--- src/hdl/tsc_pkg.sv ---
// Shared types, codes and classification helpers for the token splitter
package tsc_pkg;

   // Token class codes on the result channel
   localparam logic [2:0] CLS_EOL  = 3'd0;
   localparam logic [2:0] CLS_STR  = 3'd1;
   localparam logic [2:0] CLS_SYM  = 3'd2;
   localparam logic [2:0] CLS_BOOL = 3'd3;
   localparam logic [2:0] CLS_INT  = 3'd4;
   localparam logic [2:0] CLS_FLT  = 3'd5;

   // Keyword match positions: 1..4 follow "true", 5..9 follow "false"
   localparam logic [3:0] BM_START = 4'd0;
   localparam logic [3:0] BM_T     = 4'd1;
   localparam logic [3:0] BM_TR    = 4'd2;
   localparam logic [3:0] BM_TRU   = 4'd3;
   localparam logic [3:0] BM_TRUE  = 4'd4;
   localparam logic [3:0] BM_F     = 4'd5;
   localparam logic [3:0] BM_FA    = 4'd6;
   localparam logic [3:0] BM_FAL   = 4'd7;
   localparam logic [3:0] BM_FALS  = 4'd8;
   localparam logic [3:0] BM_FALSE = 4'd9;
   localparam logic [3:0] BM_DEAD  = 4'd15;

   // Number prefix recognizer positions
   localparam logic [3:0] FP_START = 4'd0;
   localparam logic [3:0] FP_SIGN  = 4'd1;
   localparam logic [3:0] FP_DOT   = 4'd2;
   localparam logic [3:0] FP_I     = 4'd3;
   localparam logic [3:0] FP_IN    = 4'd4;
   localparam logic [3:0] FP_N     = 4'd5;
   localparam logic [3:0] FP_NA    = 4'd6;
   localparam logic [3:0] FP_OK    = 4'd7;
   localparam logic [3:0] FP_DEAD  = 4'd15;

   // Queue between front and back
   localparam int QUEUE_DEPTH = 4;
   localparam int QUEUE_AW    = $clog2(QUEUE_DEPTH);

   typedef enum logic [1:0] {
      MODE_IDLE = 2'd0,
      MODE_WORD = 2'd1,
      MODE_STR  = 2'd2
   } scan_mode_type;

   typedef struct packed {
      logic [7:0] token_char;
      logic       char_present;
      logic       token_done;
      logic [2:0] token_class;
      logic       run_last;
   } result_type;

   // One request's worth of results: one or two
   typedef struct packed {
      logic       two;
      result_type res0;
      result_type res1;
   } entry_type;

   function automatic logic is_space(input logic [7:0] c);
      return (c == 8'h20) || (c >= 8'h09 && c <= 8'h0D);
   endfunction

   function automatic logic is_bracket(input logic [7:0] c);
      return (c == "{") || (c == "}") || (c == "[") || (c == "]") ||
             (c == "(") || (c == ")");
   endfunction

   function automatic logic is_digit(input logic [7:0] c);
      return (c >= "0") && (c <= "9");
   endfunction

   function automatic logic [7:0] to_lower(input logic [7:0] c);
      return (c >= "A" && c <= "Z") ? c + 8'd32 : c;
   endfunction

   // Advance the true/false matcher by one byte
   function automatic logic [3:0] feed_bool(input logic [3:0] b, input logic [7:0] c);
      logic [3:0] n;
      n = BM_DEAD;
      case (b)
         BM_START: n = (c == "t") ? BM_T : ((c == "f") ? BM_F : BM_DEAD);
         BM_T:     n = (c == "r") ? BM_TR : BM_DEAD;
         BM_TR:    n = (c == "u") ? BM_TRU : BM_DEAD;
         BM_TRU:   n = (c == "e") ? BM_TRUE : BM_DEAD;
         BM_F:     n = (c == "a") ? BM_FA : BM_DEAD;
         BM_FA:    n = (c == "l") ? BM_FAL : BM_DEAD;
         BM_FAL:   n = (c == "s") ? BM_FALS : BM_DEAD;
         BM_FALS:  n = (c == "e") ? BM_FALSE : BM_DEAD;
         default:  n = BM_DEAD;
      endcase
      return n;
   endfunction

   // Advance the number prefix recognizer by one byte
   function automatic logic [3:0] feed_float(input logic [3:0] f, input logic [7:0] c);
      logic [7:0] l;
      logic [3:0] n;
      l = to_lower(c);
      n = FP_DEAD;
      case (f)
         FP_START, FP_SIGN: begin
            if (is_digit(c))
               n = FP_OK;
            else if (c == ".")
               n = FP_DOT;
            else if (l == "i")
               n = FP_I;
            else if (l == "n")
               n = FP_N;
            else if (f == FP_START && (c == "+" || c == "-"))
               n = FP_SIGN;
            else
               n = FP_DEAD;
         end
         FP_DOT:  n = is_digit(c) ? FP_OK : FP_DEAD;
         FP_I:    n = (l == "n") ? FP_IN : FP_DEAD;
         FP_IN:   n = (l == "f") ? FP_OK : FP_DEAD;
         FP_N:    n = (l == "a") ? FP_NA : FP_DEAD;
         FP_NA:   n = (l == "n") ? FP_OK : FP_DEAD;
         FP_OK:   n = FP_OK;
         default: n = FP_DEAD;
      endcase
      return n;
   endfunction

   function automatic logic [2:0] word_class(input logic [3:0] b, input logic digits,
                                             input logic [3:0] f);
      logic [2:0] cls;
      if (b == BM_TRUE || b == BM_FALSE)
         cls = CLS_BOOL;
      else if (digits)
         cls = CLS_INT;
      else if (f == FP_OK)
         cls = CLS_FLT;
      else
         cls = CLS_SYM;
      return cls;
   endfunction

   function automatic result_type char_result(input logic [7:0] c);
      result_type r;
      r.token_char   = c;
      r.char_present = 1'b1;
      r.token_done   = 1'b0;
      r.token_class  = CLS_EOL;
      r.run_last     = 1'b0;
      return r;
   endfunction

   function automatic result_type marker_result(input logic [2:0] cls);
      result_type r;
      r.token_char   = 8'd0;
      r.char_present = 1'b0;
      r.token_done   = 1'b1;
      r.token_class  = cls;
      r.run_last     = 1'b0;
      return r;
   endfunction

   function automatic result_type bracket_result(input logic [7:0] c);
      result_type r;
      r.token_char   = c;
      r.char_present = 1'b1;
      r.token_done   = 1'b1;
      r.token_class  = CLS_SYM;
      r.run_last     = 1'b0;
      return r;
   endfunction

endpackage

--- src/hdl/tsc_front.sv ---
// Front end: scans bytes, tracks word class and builds result entries
module tsc_front (
   input  logic                 clock,
   input  logic                 reset,
   input  logic                 accept,
   input  logic [7:0]           text_byte,
   input  logic                 end_of_text,
   output logic                 entry_push,
   output tsc_pkg::entry_type   entry
);
   import tsc_pkg::*;

   scan_mode_type mode_ff, mode_in;
   logic [3:0]    bool_ff, bool_in;
   logic          digits_ff, digits_in;
   logic [3:0]    float_ff, float_in;

   logic [3:0]    bool_feed_word, bool_feed_new;
   logic [3:0]    float_feed_word, float_feed_new;
   logic [2:0]    cur_class;
   logic          term;

   assign bool_feed_word  = feed_bool(bool_ff, text_byte);
   assign float_feed_word = feed_float(float_ff, text_byte);
   assign bool_feed_new   = feed_bool(BM_START, text_byte);
   assign float_feed_new  = feed_float(FP_START, text_byte);
   assign cur_class       = word_class(bool_ff, digits_ff, float_ff);
   assign term            = is_space(text_byte) || is_bracket(text_byte);

   // Next scan and class state
   always_comb begin
      mode_in   = mode_ff;
      bool_in   = bool_ff;
      digits_in = digits_ff;
      float_in  = float_ff;
      if (accept) begin
         if (end_of_text) begin
            mode_in   = MODE_IDLE;
            bool_in   = BM_START;
            digits_in = 1'b1;
            float_in  = FP_START;
         end else begin
            case (mode_ff)
               MODE_STR: begin
                  if (text_byte == "\"")
                     mode_in = MODE_IDLE;
               end
               MODE_WORD: begin
                  if (term) begin
                     mode_in   = MODE_IDLE;
                     bool_in   = BM_START;
                     digits_in = 1'b1;
                     float_in  = FP_START;
                  end else begin
                     bool_in   = bool_feed_word;
                     digits_in = digits_ff & is_digit(text_byte);
                     float_in  = float_feed_word;
                  end
               end
               default: begin
                  mode_in = MODE_IDLE;
                  if (is_space(text_byte) || is_bracket(text_byte)) begin
                     mode_in = MODE_IDLE;
                  end else if (text_byte == "\"") begin
                     mode_in = MODE_STR;
                  end else begin
                     mode_in   = MODE_WORD;
                     bool_in   = bool_feed_new;
                     digits_in = is_digit(text_byte);
                     float_in  = float_feed_new;
                  end
               end
            endcase
         end
      end
   end

   // Build the result entry for this request
   always_comb begin
      entry_push = 1'b0;
      entry.two  = 1'b0;
      entry.res0 = marker_result(CLS_EOL);
      entry.res1 = marker_result(CLS_EOL);
      if (end_of_text) begin
         entry_push = 1'b1;
         case (mode_ff)
            MODE_WORD: begin
               entry.two  = 1'b1;
               entry.res0 = marker_result(cur_class);
            end
            MODE_STR: begin
               entry.two  = 1'b1;
               entry.res0 = marker_result(CLS_STR);
            end
            default: begin
               entry.two = 1'b0;
            end
         endcase
      end else begin
         case (mode_ff)
            MODE_STR: begin
               entry_push = 1'b1;
               if (text_byte == "\"")
                  entry.res0 = marker_result(CLS_STR);
               else
                  entry.res0 = char_result(text_byte);
            end
            MODE_WORD: begin
               entry_push = 1'b1;
               if (term) begin
                  entry.res0 = marker_result(cur_class);
                  entry.two  = is_bracket(text_byte);
                  entry.res1 = bracket_result(text_byte);
               end else begin
                  entry.res0 = char_result(text_byte);
               end
            end
            default: begin
               if (is_bracket(text_byte)) begin
                  entry_push = 1'b1;
                  entry.res0 = bracket_result(text_byte);
               end else if (!is_space(text_byte) && text_byte != "\"") begin
                  entry_push = 1'b1;
                  entry.res0 = char_result(text_byte);
               end
            end
         endcase
      end
      entry.res0.run_last = !entry.two;
      entry.res1.run_last = 1'b1;
      entry_push          = entry_push & accept;
   end

   // Hold scan state between requests
   always_ff @(posedge clock) begin
      if (reset) begin
         mode_ff   <= MODE_IDLE;
         bool_ff   <= BM_START;
         digits_ff <= 1'b1;
         float_ff  <= FP_START;
      end else begin
         mode_ff   <= mode_in;
         bool_ff   <= bool_in;
         digits_ff <= digits_in;
         float_ff  <= float_in;
      end
   end

endmodule

--- src/hdl/tsc_queue.sv ---
// Small entry queue decoupling the front end from the result stage
module tsc_queue (
   input  logic                 clock,
   input  logic                 reset,
   input  logic                 push,
   input  tsc_pkg::entry_type   wdata,
   input  logic                 pop,
   output tsc_pkg::entry_type   rdata,
   output logic                 empty,
   output logic                 full
);
   import tsc_pkg::*;

   entry_type                 slot_ff [QUEUE_DEPTH];
   logic [QUEUE_AW-1:0]       wptr_ff, wptr_in;
   logic [QUEUE_AW-1:0]       rptr_ff, rptr_in;
   logic [QUEUE_AW:0]         count_ff, count_in;
   logic                      do_push, do_pop;

   assign empty   = (count_ff == '0);
   assign full    = (count_ff == (QUEUE_AW+1)'(QUEUE_DEPTH));
   assign do_push = push && !full;
   assign do_pop  = pop && !empty;
   assign rdata   = slot_ff[rptr_ff];

   // Advance pointers and occupancy
   always_comb begin
      wptr_in  = do_push ? wptr_ff + 1'b1 : wptr_ff;
      rptr_in  = do_pop ? rptr_ff + 1'b1 : rptr_ff;
      count_in = count_ff;
      if (do_push && !do_pop)
         count_in = count_ff + 1'b1;
      else if (do_pop && !do_push)
         count_in = count_ff - 1'b1;
   end

   always_ff @(posedge clock) begin
      if (reset) begin
         wptr_ff  <= '0;
         rptr_ff  <= '0;
         count_ff <= '0;
      end else begin
         wptr_ff  <= wptr_in;
         rptr_ff  <= rptr_in;
         count_ff <= count_in;
      end
   end

   // Store entries
   always_ff @(posedge clock) begin
      if (do_push)
         slot_ff[wptr_ff] <= wdata;
   end

endmodule

--- src/hdl/tsc_back.sv ---
// Back end: splits entries into single results and holds the output register
module tsc_back (
   input  logic                 clock,
   input  logic                 reset,
   input  tsc_pkg::entry_type   entry,
   input  logic                 entry_valid,
   output logic                 entry_pop,
   input  logic                 out_pop,
   output logic                 out_empty,
   output tsc_pkg::result_type  out_result
);
   import tsc_pkg::*;

   logic       valid_ff, valid_in;
   logic       phase_ff, phase_in;
   result_type data_ff, data_in;
   logic       load;

   // Load when the output register is free or being drained
   assign load      = entry_valid && (!valid_ff || out_pop);
   assign entry_pop = load && (!entry.two || phase_ff);
   assign out_empty = !valid_ff;
   assign out_result = data_ff;

   always_comb begin
      data_in  = data_ff;
      phase_in = phase_ff;
      valid_in = valid_ff;
      if (load) begin
         data_in  = phase_ff ? entry.res1 : entry.res0;
         phase_in = entry.two && !phase_ff;
         valid_in = 1'b1;
      end else if (out_pop) begin
         valid_in = 1'b0;
      end
   end

   always_ff @(posedge clock) begin
      if (reset) begin
         valid_ff <= 1'b0;
         phase_ff <= 1'b0;
      end else begin
         valid_ff <= valid_in;
         phase_ff <= phase_in;
      end
   end

   // Payload needs no reset
   always_ff @(posedge clock) begin
      data_ff <= data_in;
   end

endmodule

--- src/hdl/token_splitter_classifier.sv ---
// A request accepted by the scanner is written to the entry queue, then moved into the output register.
// Throughput: one request per cycle while req_full is low; a request that yields two results holds the result
// stage while it hands out both, and req_full rises once the four-entry queue behind the scanner fills.
// Whitespace between tokens and opening quotes yield no result and take no queue slot.
// Reset is synchronous and active high: it clears scan state, the queue and the output.
module token_splitter_classifier (
   input  logic       clock,
   input  logic       reset,
   input  logic       req_push,
   output logic       req_full,
   input  logic [7:0] req_text_byte,
   input  logic       req_end_of_text,
   output logic       rsp_empty,
   input  logic       rsp_pop,
   output logic [7:0] rsp_token_char,
   output logic       rsp_char_present,
   output logic       rsp_token_done,
   output logic [2:0] rsp_token_class,
   output logic       rsp_run_last
);
   import tsc_pkg::*;

   logic       accept;
   logic       entry_push;
   entry_type  wr_entry, rd_entry;
   logic       q_empty, q_full, q_pop;
   result_type result;

   assign accept   = req_push && !q_full;
   assign req_full = q_full;

   tsc_front u_front (
      .clock       (clock),
      .reset       (reset),
      .accept      (accept),
      .text_byte   (req_text_byte),
      .end_of_text (req_end_of_text),
      .entry_push  (entry_push),
      .entry       (wr_entry)
   );

   tsc_queue u_queue (
      .clock (clock),
      .reset (reset),
      .push  (entry_push),
      .wdata (wr_entry),
      .pop   (q_pop),
      .rdata (rd_entry),
      .empty (q_empty),
      .full  (q_full)
   );

   tsc_back u_back (
      .clock       (clock),
      .reset       (reset),
      .entry       (rd_entry),
      .entry_valid (!q_empty),
      .entry_pop   (q_pop),
      .out_pop     (rsp_pop),
      .out_empty   (rsp_empty),
      .out_result  (result)
   );

   assign rsp_token_char   = result.token_char;
   assign rsp_char_present = result.char_present;
   assign rsp_token_done   = result.token_done;
   assign rsp_token_class  = result.token_class;
   assign rsp_run_last     = result.run_last;

endmodule

--- config.mk ---
export PLATFORM = sky130hd
export DESIGN_NAME = token_splitter_classifier
export DESIGN_NICKNAME = d
export VERILOG_FILES = /design/src/hdl/tsc_pkg.sv /design/src/hdl/tsc_front.sv /design/src/hdl/tsc_queue.sv /design/src/hdl/tsc_back.sv /design/src/hdl/token_splitter_classifier.sv
export SDC_FILE = /design/constraint.sdc
export NUM_CORES = 1
export LEC_CHECK = 0
export ABC_AREA = 1
export CAP_MARGIN = 15
export CORE_MARGIN = 2
export CORE_UTILIZATION = 39
export DETAILED_ROUTE_END_ITERATION = 10
export DONT_BUFFER_PORTS = 1
export SETUP_SLACK_MARGIN = 0.05
export SYNTH_ARGS = -nofsm -noshare
export SYNTH_HDL_FRONTEND = slang
export SYNTH_SLANG_ARGS = --single-unit
--- constraint.sdc ---
create_clock -name clock -period 2.6 [get_ports clock]
set_input_delay 0.39 -clock clock [delete_from_list [all_inputs] [get_ports clock]]
set_output_delay 0.39 -clock clock [all_outputs]
set_load 0.02 [all_outputs]
==> run summary, run 1 <==
Status = complete, no violations
Total global routing track utilization = 18.3%
R2r setup slk = 0.35 ns
Tcrit/Tclk final = 86.6%
Setup_tns = 0 ns
DIE AREA = 16900 um^2
Synth warn = 0
Fillcell total = 1435
Crit path cell chain = inv_1 > ha_2 > o21ai_0 > inv_1 > nand2_1 > nand2_2 > inv_1 > ha_1 > inv_1 > fa_1 > a21oi_1 > o21ai_0 > o21ai_1 > a21oi_1
Worst Skew = 0.00753 ns
Setup crit end kind = flop
Nets = 694
Vias in the first global route = 4498
Starting Density = 40.3%
Rel. slew slack = 61.2%
Power per cell area = 1030 nW/um^2
WS Path Type = reg -> reg
Initial antenna violation count = 0
Clock transition at path regs = 0.06 ns
Largest fanout on the critical path = 6
Worst Tran Pin Value = 0.582 ns
DR pass1 iterations = 5
DR WL/cell = 16.0 um
Core ar. = 15300 um^2
Final instance area = 7220 um^2
Max Fclk = 444 MHz
Clk sinks = 132
Vias/cell = 5.12
Post-CTS Setup Inserts = 0
Slowest CP cell = fa_1
Worst vdd ir = 0.501 mV
Worst-Skew Late Latency = 0.42 ns
Post-synthesis async set-or-reset flop share = 0%
Cell count after synthesis = 653
Syn avg cell area = 9.46 um^2
H-tree levels = 4
Post-layout min period = 2.25 ns
Worst-case clock buffer depth = 2
Most frequent cells in the layout = nor2_1, edfxtp_1, nand2_1
I/O pins = 29
Root Driver = clkbuf_16
HPWL Detailed = 9.61 mm
Post-synth EDFFs = 110
Required time of the critical path = 2.90 ns
Setup violations, final = 0
Critical path's most frequent cell = inv_1
Top_reg_cell synth = edfxtp_1
Remaining antenna violation count = 0
Unique cell type count in the Yosys netlist = 40
DRT iter0 DRCs = 452
Post-Route M1 WL = 6.81 mm
Placed inst area = 6560 um^2
Maxcap violations = 0
RSZ-0062 raised after global routing = no
Number of synthesized register bits = 132
Total grt overflow = 0
Global-route wire length before repair = 23.3 mm
Met3 wire length = 618 um
Via count = 4582
CTS tree = built
Hold Vio Cnt, Final = 0
Largest net degree at the start of global routing = 47
Max layer used = met4
Leakage = 2.83 nW
Hold WC Path Type = in -> reg
Final hold slack = 0.0317 ns
Crit-path max cell delay = 0.38 ns
DIE HEIGHT = 130 um
Total CTS buffers = 17
Met2 WL = 6.73 mm
Critical path arrival = 2.55 ns
Row count = 45
Synth Cell Area = 6170 um^2
Register area share after synthesis = 60.6%
Commonest non-fill, non-tap cell in the layout = nor2_1
Die W = 130 um
Worst Setup Start Kind = flop
DRC viols = 0
Slew Limit Fails = 0
Port Buffers = 0
Share of layout cells above drive strength 1 = 10.5%
Diode count = 0
Gp weighted congestion = 0.909
Hold-fix buffers, CTS = 0
Layout Area Growth over Synthesis = 17.0%
Drt total wl = 14.3 mm
## state kept, by name (all words and copies together), names as in the netlist, named ones only
signal             cells
u_queue.count_ff       3
u_front.mode_ff        2
u_front.bool_ff        4
u_front.float_ff       4
u_queue.slot_ff       96
u_queue.rptr_ff        2
u_queue.wptr_ff        2
u_front.digits_ff      1
u_back.valid_ff        1
u_back.phase_ff        1
u_back.out_result     14
## cells in the mapped netlist (2+ instances only)
cell / instances / share of area, %
dfxtp_1: 22 / 7.1
a221o_1: 2 / 0.32
nor3_1: 6 / 0.49
nand2_2: 4 / 0.41
nand2_1: 84 / 5.1
edfxtp_1: 110 / 53
ha_1: 9 / 1.8
clkbuf_1: 17 / 1.0
o22ai_1: 9 / 0.91
o21ai_0: 77 / 6.2
inv_1: 59 / 3.6
a21oi_1: 33 / 2.7
o211ai_1: 3 / 0.36
nor2_2: 2 / 0.20
nand2_4: 3 / 0.55
nor2_1: 148 / 9.0
nand4_1: 5 / 0.51
nor2_4: 2 / 0.36
inv_2: 6 / 0.36
o221ai_1: 2 / 0.28
o21ai_1: 5 / 0.41
nand3_1: 18 / 1.5
a31oi_1: 10 / 1.0
## per-layer routing
| layer | up-vias | track usage (%) |
|---|---|---|
| met1 | 2194 | 24.6 |
| met3 | 16 | 3.85 |
| met2 | 110 | 29.3 |
| met4 | 0 | 6.70 |
| met5 | - | 0 |
| li1 | 2262 | - |
## worst max-delay path: cells and delay by family, from the launching register on
family,cells,cell delay [ns]
buffers and inverters,4,0.25
adder cells (fa/ha/maj),3,0.84
flip-flops,1,0.33
AO/OA/AOI/OAI,5,0.56
AND/OR/NAND/NOR,2,0.15
## final timing paths
check                        endpoint               start  depth (start not counted)
setup reg to reg  u_queue.count_ff[2]  u_front.mode_ff[0]                         14
setup / recovery  u_queue.count_ff[2]  u_front.mode_ff[0]                         14
hold reg to reg    u_queue.rptr_ff[1]  u_queue.rptr_ff[1]                          2
hold / removal    u_front.float_ff[2]               reset                          1
## per-stage QoR
stage	instances	total power (W)	utilization, %	worst slack [ns]
floorplan	656	0.00427	-	0.00565
global placement	863	0.00480	42.8	0.181
detailed placement	863	0.00486	42.8	0.0909
CTS	895	0.00753	47.1	0.221
global route	895	0.00788	47.2	0.0865
finish	895	0.00747	47.2	0.349
## power by group
part | switching, W | internal (W)
clock | 0.000883 | 0.00179
combinational | 0.00120 | 0.000558
sequential | 0.000284 | 0.00276
## cell families after synthesis
| logic type | Yosys count | synth area share [%] |
|---|---|---|
| buffers and inverters | 86 | 5.29 |
| flip-flops | 132 | 60.6 |
| AND/OR/NAND/NOR | 277 | 18.9 |
| other | 1 | 0.0607 |
| adder cells (fa/ha/maj) | 10 | 2.15 |
| AO/OA/AOI/OAI | 147 | 13.0 |
## what timing repair did
item / 4_1_cts / 5_1_grt
gates resized for setup: 0 / 2
endpoints found under the setup margin: 0 / 1
hold endpoints to repair: 0 / 0
## final cells by class
cell class / count / area (um^2) / share of cell area [%]
Clock buffer: 18 / 429 / 5.94
Clock inverter: 14 / 234 / 3.24
Inverter: 67 / 254 / 3.52
Multi-Input combinational cell: 438 / 2130 / 29.6
Sequential cell: 132 / 3740 / 51.8
Tap cell: 211 / 264 / 3.66
Timing Repair Buffer: 15 / 163 / 2.25
(Power assumes the default switching activity.)
==> inputs of run 2 (changes only) <==
--- a/config.mk
+++ b/config.mk
@@ -11,6 +11,7 @@
 export CORE_UTILIZATION = 39
 export DETAILED_ROUTE_END_ITERATION = 10
 export DONT_BUFFER_PORTS = 1
+export MAX_ROUTING_LAYER = met4
 export SETUP_SLACK_MARGIN = 0.05
 export SYNTH_ARGS = -nofsm -noshare
 export SYNTH_HDL_FRONTEND = slang
==> constraint.sdc (replaced) <==
create_clock -name clock -period 1.8 [get_ports clock]
set_input_delay 0.27 -clock clock [delete_from_list [all_inputs] [get_ports clock]]
set_output_delay 0.27 -clock clock [all_outputs]
set_load 0.02 [all_outputs]
==> run 2 against run 1 <==
  * Clock-buffer cell count grew 1
  * Clock skew grew 0.00090 ns
  * Combinational power grew 82%
  * Setup slack lost 0.46 ns
  * Design area grew 11%
  * Die area is the same
  * Critical path type unchanged
  * Fmax grew 18%
  * Flip-flop and latch count is the same
  * Power grew 48%
  * Wire length grew 3.7%
  * Sequential share of layout area shrank 5.0 points
  * The flow now finishes with violations (negative setup slack)
  * Clock power grew 31%
==> run summary, run 2 (synthesized netlist as in run 1, its figures left out) <==
Status = finished with violations
Failing checks = negative setup slack
Pre-CTS setup slack = -0.219 ns
Clock share of power = 31.7%
Crit path cell chain = inv_2 > ha_4 > o21ai_2 > inv_2 > nand2_2 > nand2_4 > inv_2 > ha_4 > inv_4 > fa_2 > a21oi_2 > o21ai_2 > o21ai_1 > a21oi_1
Global Route met2 Usage = 30.8%
Largest fanout on the critical path = 2
Total global routing track utilization = 19.2%
Initial antenna violation count = 0
Share of layout cells above drive strength 1 = 24.6%
DIE HEIGHT = 130 um
DRC viols = 0
Commonest non-fill, non-tap cell in the layout = nor2_1
Maxcap violations = 0
Total CTS buffers = 17
RSZ-0062 raised after global routing = yes
Final WS setup = -0.114 ns
Max reg flops = 96
Net switching power = 0.00354 W
Worst hold start = req_end_of_text
Global-route layer with the greatest usage = met2
Gp weighted congestion = 0.892
Post-layout min period = 1.91 ns
Clk sinks = 132
Starting Density = 40.3%
R2r setup slk = -0.11 ns
Setup crit end kind = flop
Sw frac = 32.1%
Slowest CP cell = fa_2
DR pass1 iterations = 5
Worst-Skew Late Latency = 0.42 ns
Global-route wire length before repair = 23.7 mm
Most frequent cells in the layout = nor2_1, edfxtp_1, nand2_1
Core ar. = 15300 um^2
Worst Setup Start Kind = flop
Vias/cell = 5.01
Nets = 769
Hold Path Cell Cnt = 3
Power per cell area = 1380 nW/um^2
Port Buffers = 0
DIE AREA = 16900 um^2
I/O pins = 29
Via count = 4863
Delay-heaviest family, CP = adder cells
Layout Utilization = 52.2%
Combinational share of power = 28.8%
Row count = 45
Critical path's most frequent cell = inv_2
Hold WC Path Type = in -> reg
Largest net degree at the start of global routing = 47
H-tree levels = 4
Root Driver = clkbuf_16
Crit-path max cell delay = 0.36 ns
Setup violations, final = 2
Hold Path Sink = u_front.float_ff[3]
Leakage = 3.20 nW
Diode count = 0
Slew Limit Fails = 0
Drt total wl = 14.9 mm
Setup_tns = -0.158 ns
DR WL/cell = 15.3 um
Reg2reg end = u_queue.count_ff[2]
CTS tree = built
Critical path arrival = 2.23 ns
Vias in the first global route = 4743
Required time of the critical path = 2.11 ns
Remaining antenna violation count = 0
Max Fclk = 523 MHz
M3 GR Usage = 4.14%
HPWL Detailed = 9.75 mm
Tcrit/Tclk final = 106%
Layout Area Growth over Synthesis = 29.4%
Sequential share of power = 39.5%
DRT iter0 DRCs = 330
Worst Skew = 0.00842 ns
R2R depth = 14
Die W = 130 um
CP bufs+invs = 4
Worst-case clock buffer depth = 2
Met1 Use GR = 23.3%
Worst vdd ir = 0.732 mV
Total grt overflow = 0
Clock transition at path regs = 0.06 ns
Hold Vio Cnt, Final = 0
Internal Power = 0.00750 W
Most flop-heavy register = u_queue.slot_ff
WS Path Type = reg -> reg
R2R Path Start = u_front.mode_ff[0]
-- run 2: cell types whose count changed in the layout (fill, tap and decap cells not counted), moves of 4 or more --
cell	change
buf_4	+68
nor2_1	-21
nor2_4	+11
nor2_2	+10
inv_1	-7
o21ai_0	-5
buf_6	+4
clkinv_1	+4
inv_2	+4
nand2_1	-4
-- run 2: power by group through the flow --
stage	sequential (W)	combinational [W]	clock, W
after detailed placement	0.00442	0.00293	0
after floorplan	0.00440	0.00183	0
final	0.00436	0.00318	0.00350
after global placement	0.00442	0.00286	0
after CTS	0.00437	0.00301	0.00354
after global routing	0.00443	0.00354	0.00369
-- run 2: layout make-up --
type / instances / area [um^2]
fillers: 1394 / 7320
flip-flops and latches: 132 / 3750
multi-input cells: 438 / 2350
repair buffers: 90 / 773
clock buffers: 19 / 433
well taps: 211 / 264
inverters: 67 / 262
clock inverters: 13 / 164
-- run 2: metrics by stage --
| step | instances | total power, W | hold slack (ns) | cell area [um^2] |
|---|---|---|---|---|
| after floorplan | 656 | 0.00623 | 0.436 | 6260 |
| after detailed placement | 928 | 0.00735 | 0.344 | 7110 |
| after CTS | 963 | 0.0109 | -0.109 | 7780 |
| after global placement | 928 | 0.00728 | 0.342 | 7110 |
| after global routing | 970 | 0.0117 | 0.0377 | 7990 |
| final | 970 | 0.0110 | 0.0390 | 7990 |
-- run 2: worst min-delay path: stages --
cell,delay [ns]
nor2_4,0.03
nand2_1,0.06
a21oi_1,0.05
-- run 2: metal layers --
| layer | wire length [um] | up-vias |
|---|---|---|
| li1 | - | 2420 |
| met1 | 6590 | 2319 |
| met2 | 7390 | 102 |
| met3 | 607 | 22 |
| met4 | 274 | 0 |
| met5 | 0 | - |
-- run 2: how the worst max path moves through the flow --
| stage | depth (start not counted) | to | from |
|---|---|---|---|
| 2_1_floorplan | 15 | u_queue.count_ff[1] | req_text_byte[7] |
| 3_3_place_gp | 16 | u_queue.count_ff[2] | req_text_byte[0] |
| 3_5_place_dp | 15 | u_queue.count_ff[1] | req_text_byte[7] |
| 4_1_cts | 14 | u_queue.count_ff[2] | u_front.mode_ff[0] |
| 5_1_grt | 14 | u_queue.count_ff[2] | u_front.mode_ff[0] |
| 6_report | 14 | u_queue.count_ff[2] | u_front.mode_ff[0] |
-- run 2: what timing repair did --
| action | CTS | global route |
|---|---|---|
| setup buffers | 3 | 6 |
| pin swaps | 6 | 14 |
| gates cloned | 0 | 2 |
| resized for setup | 20 | 39 |
| endpoints found under the setup margin | 142 | 143 |
| endpoints found under the hold margin | 7 | 7 |
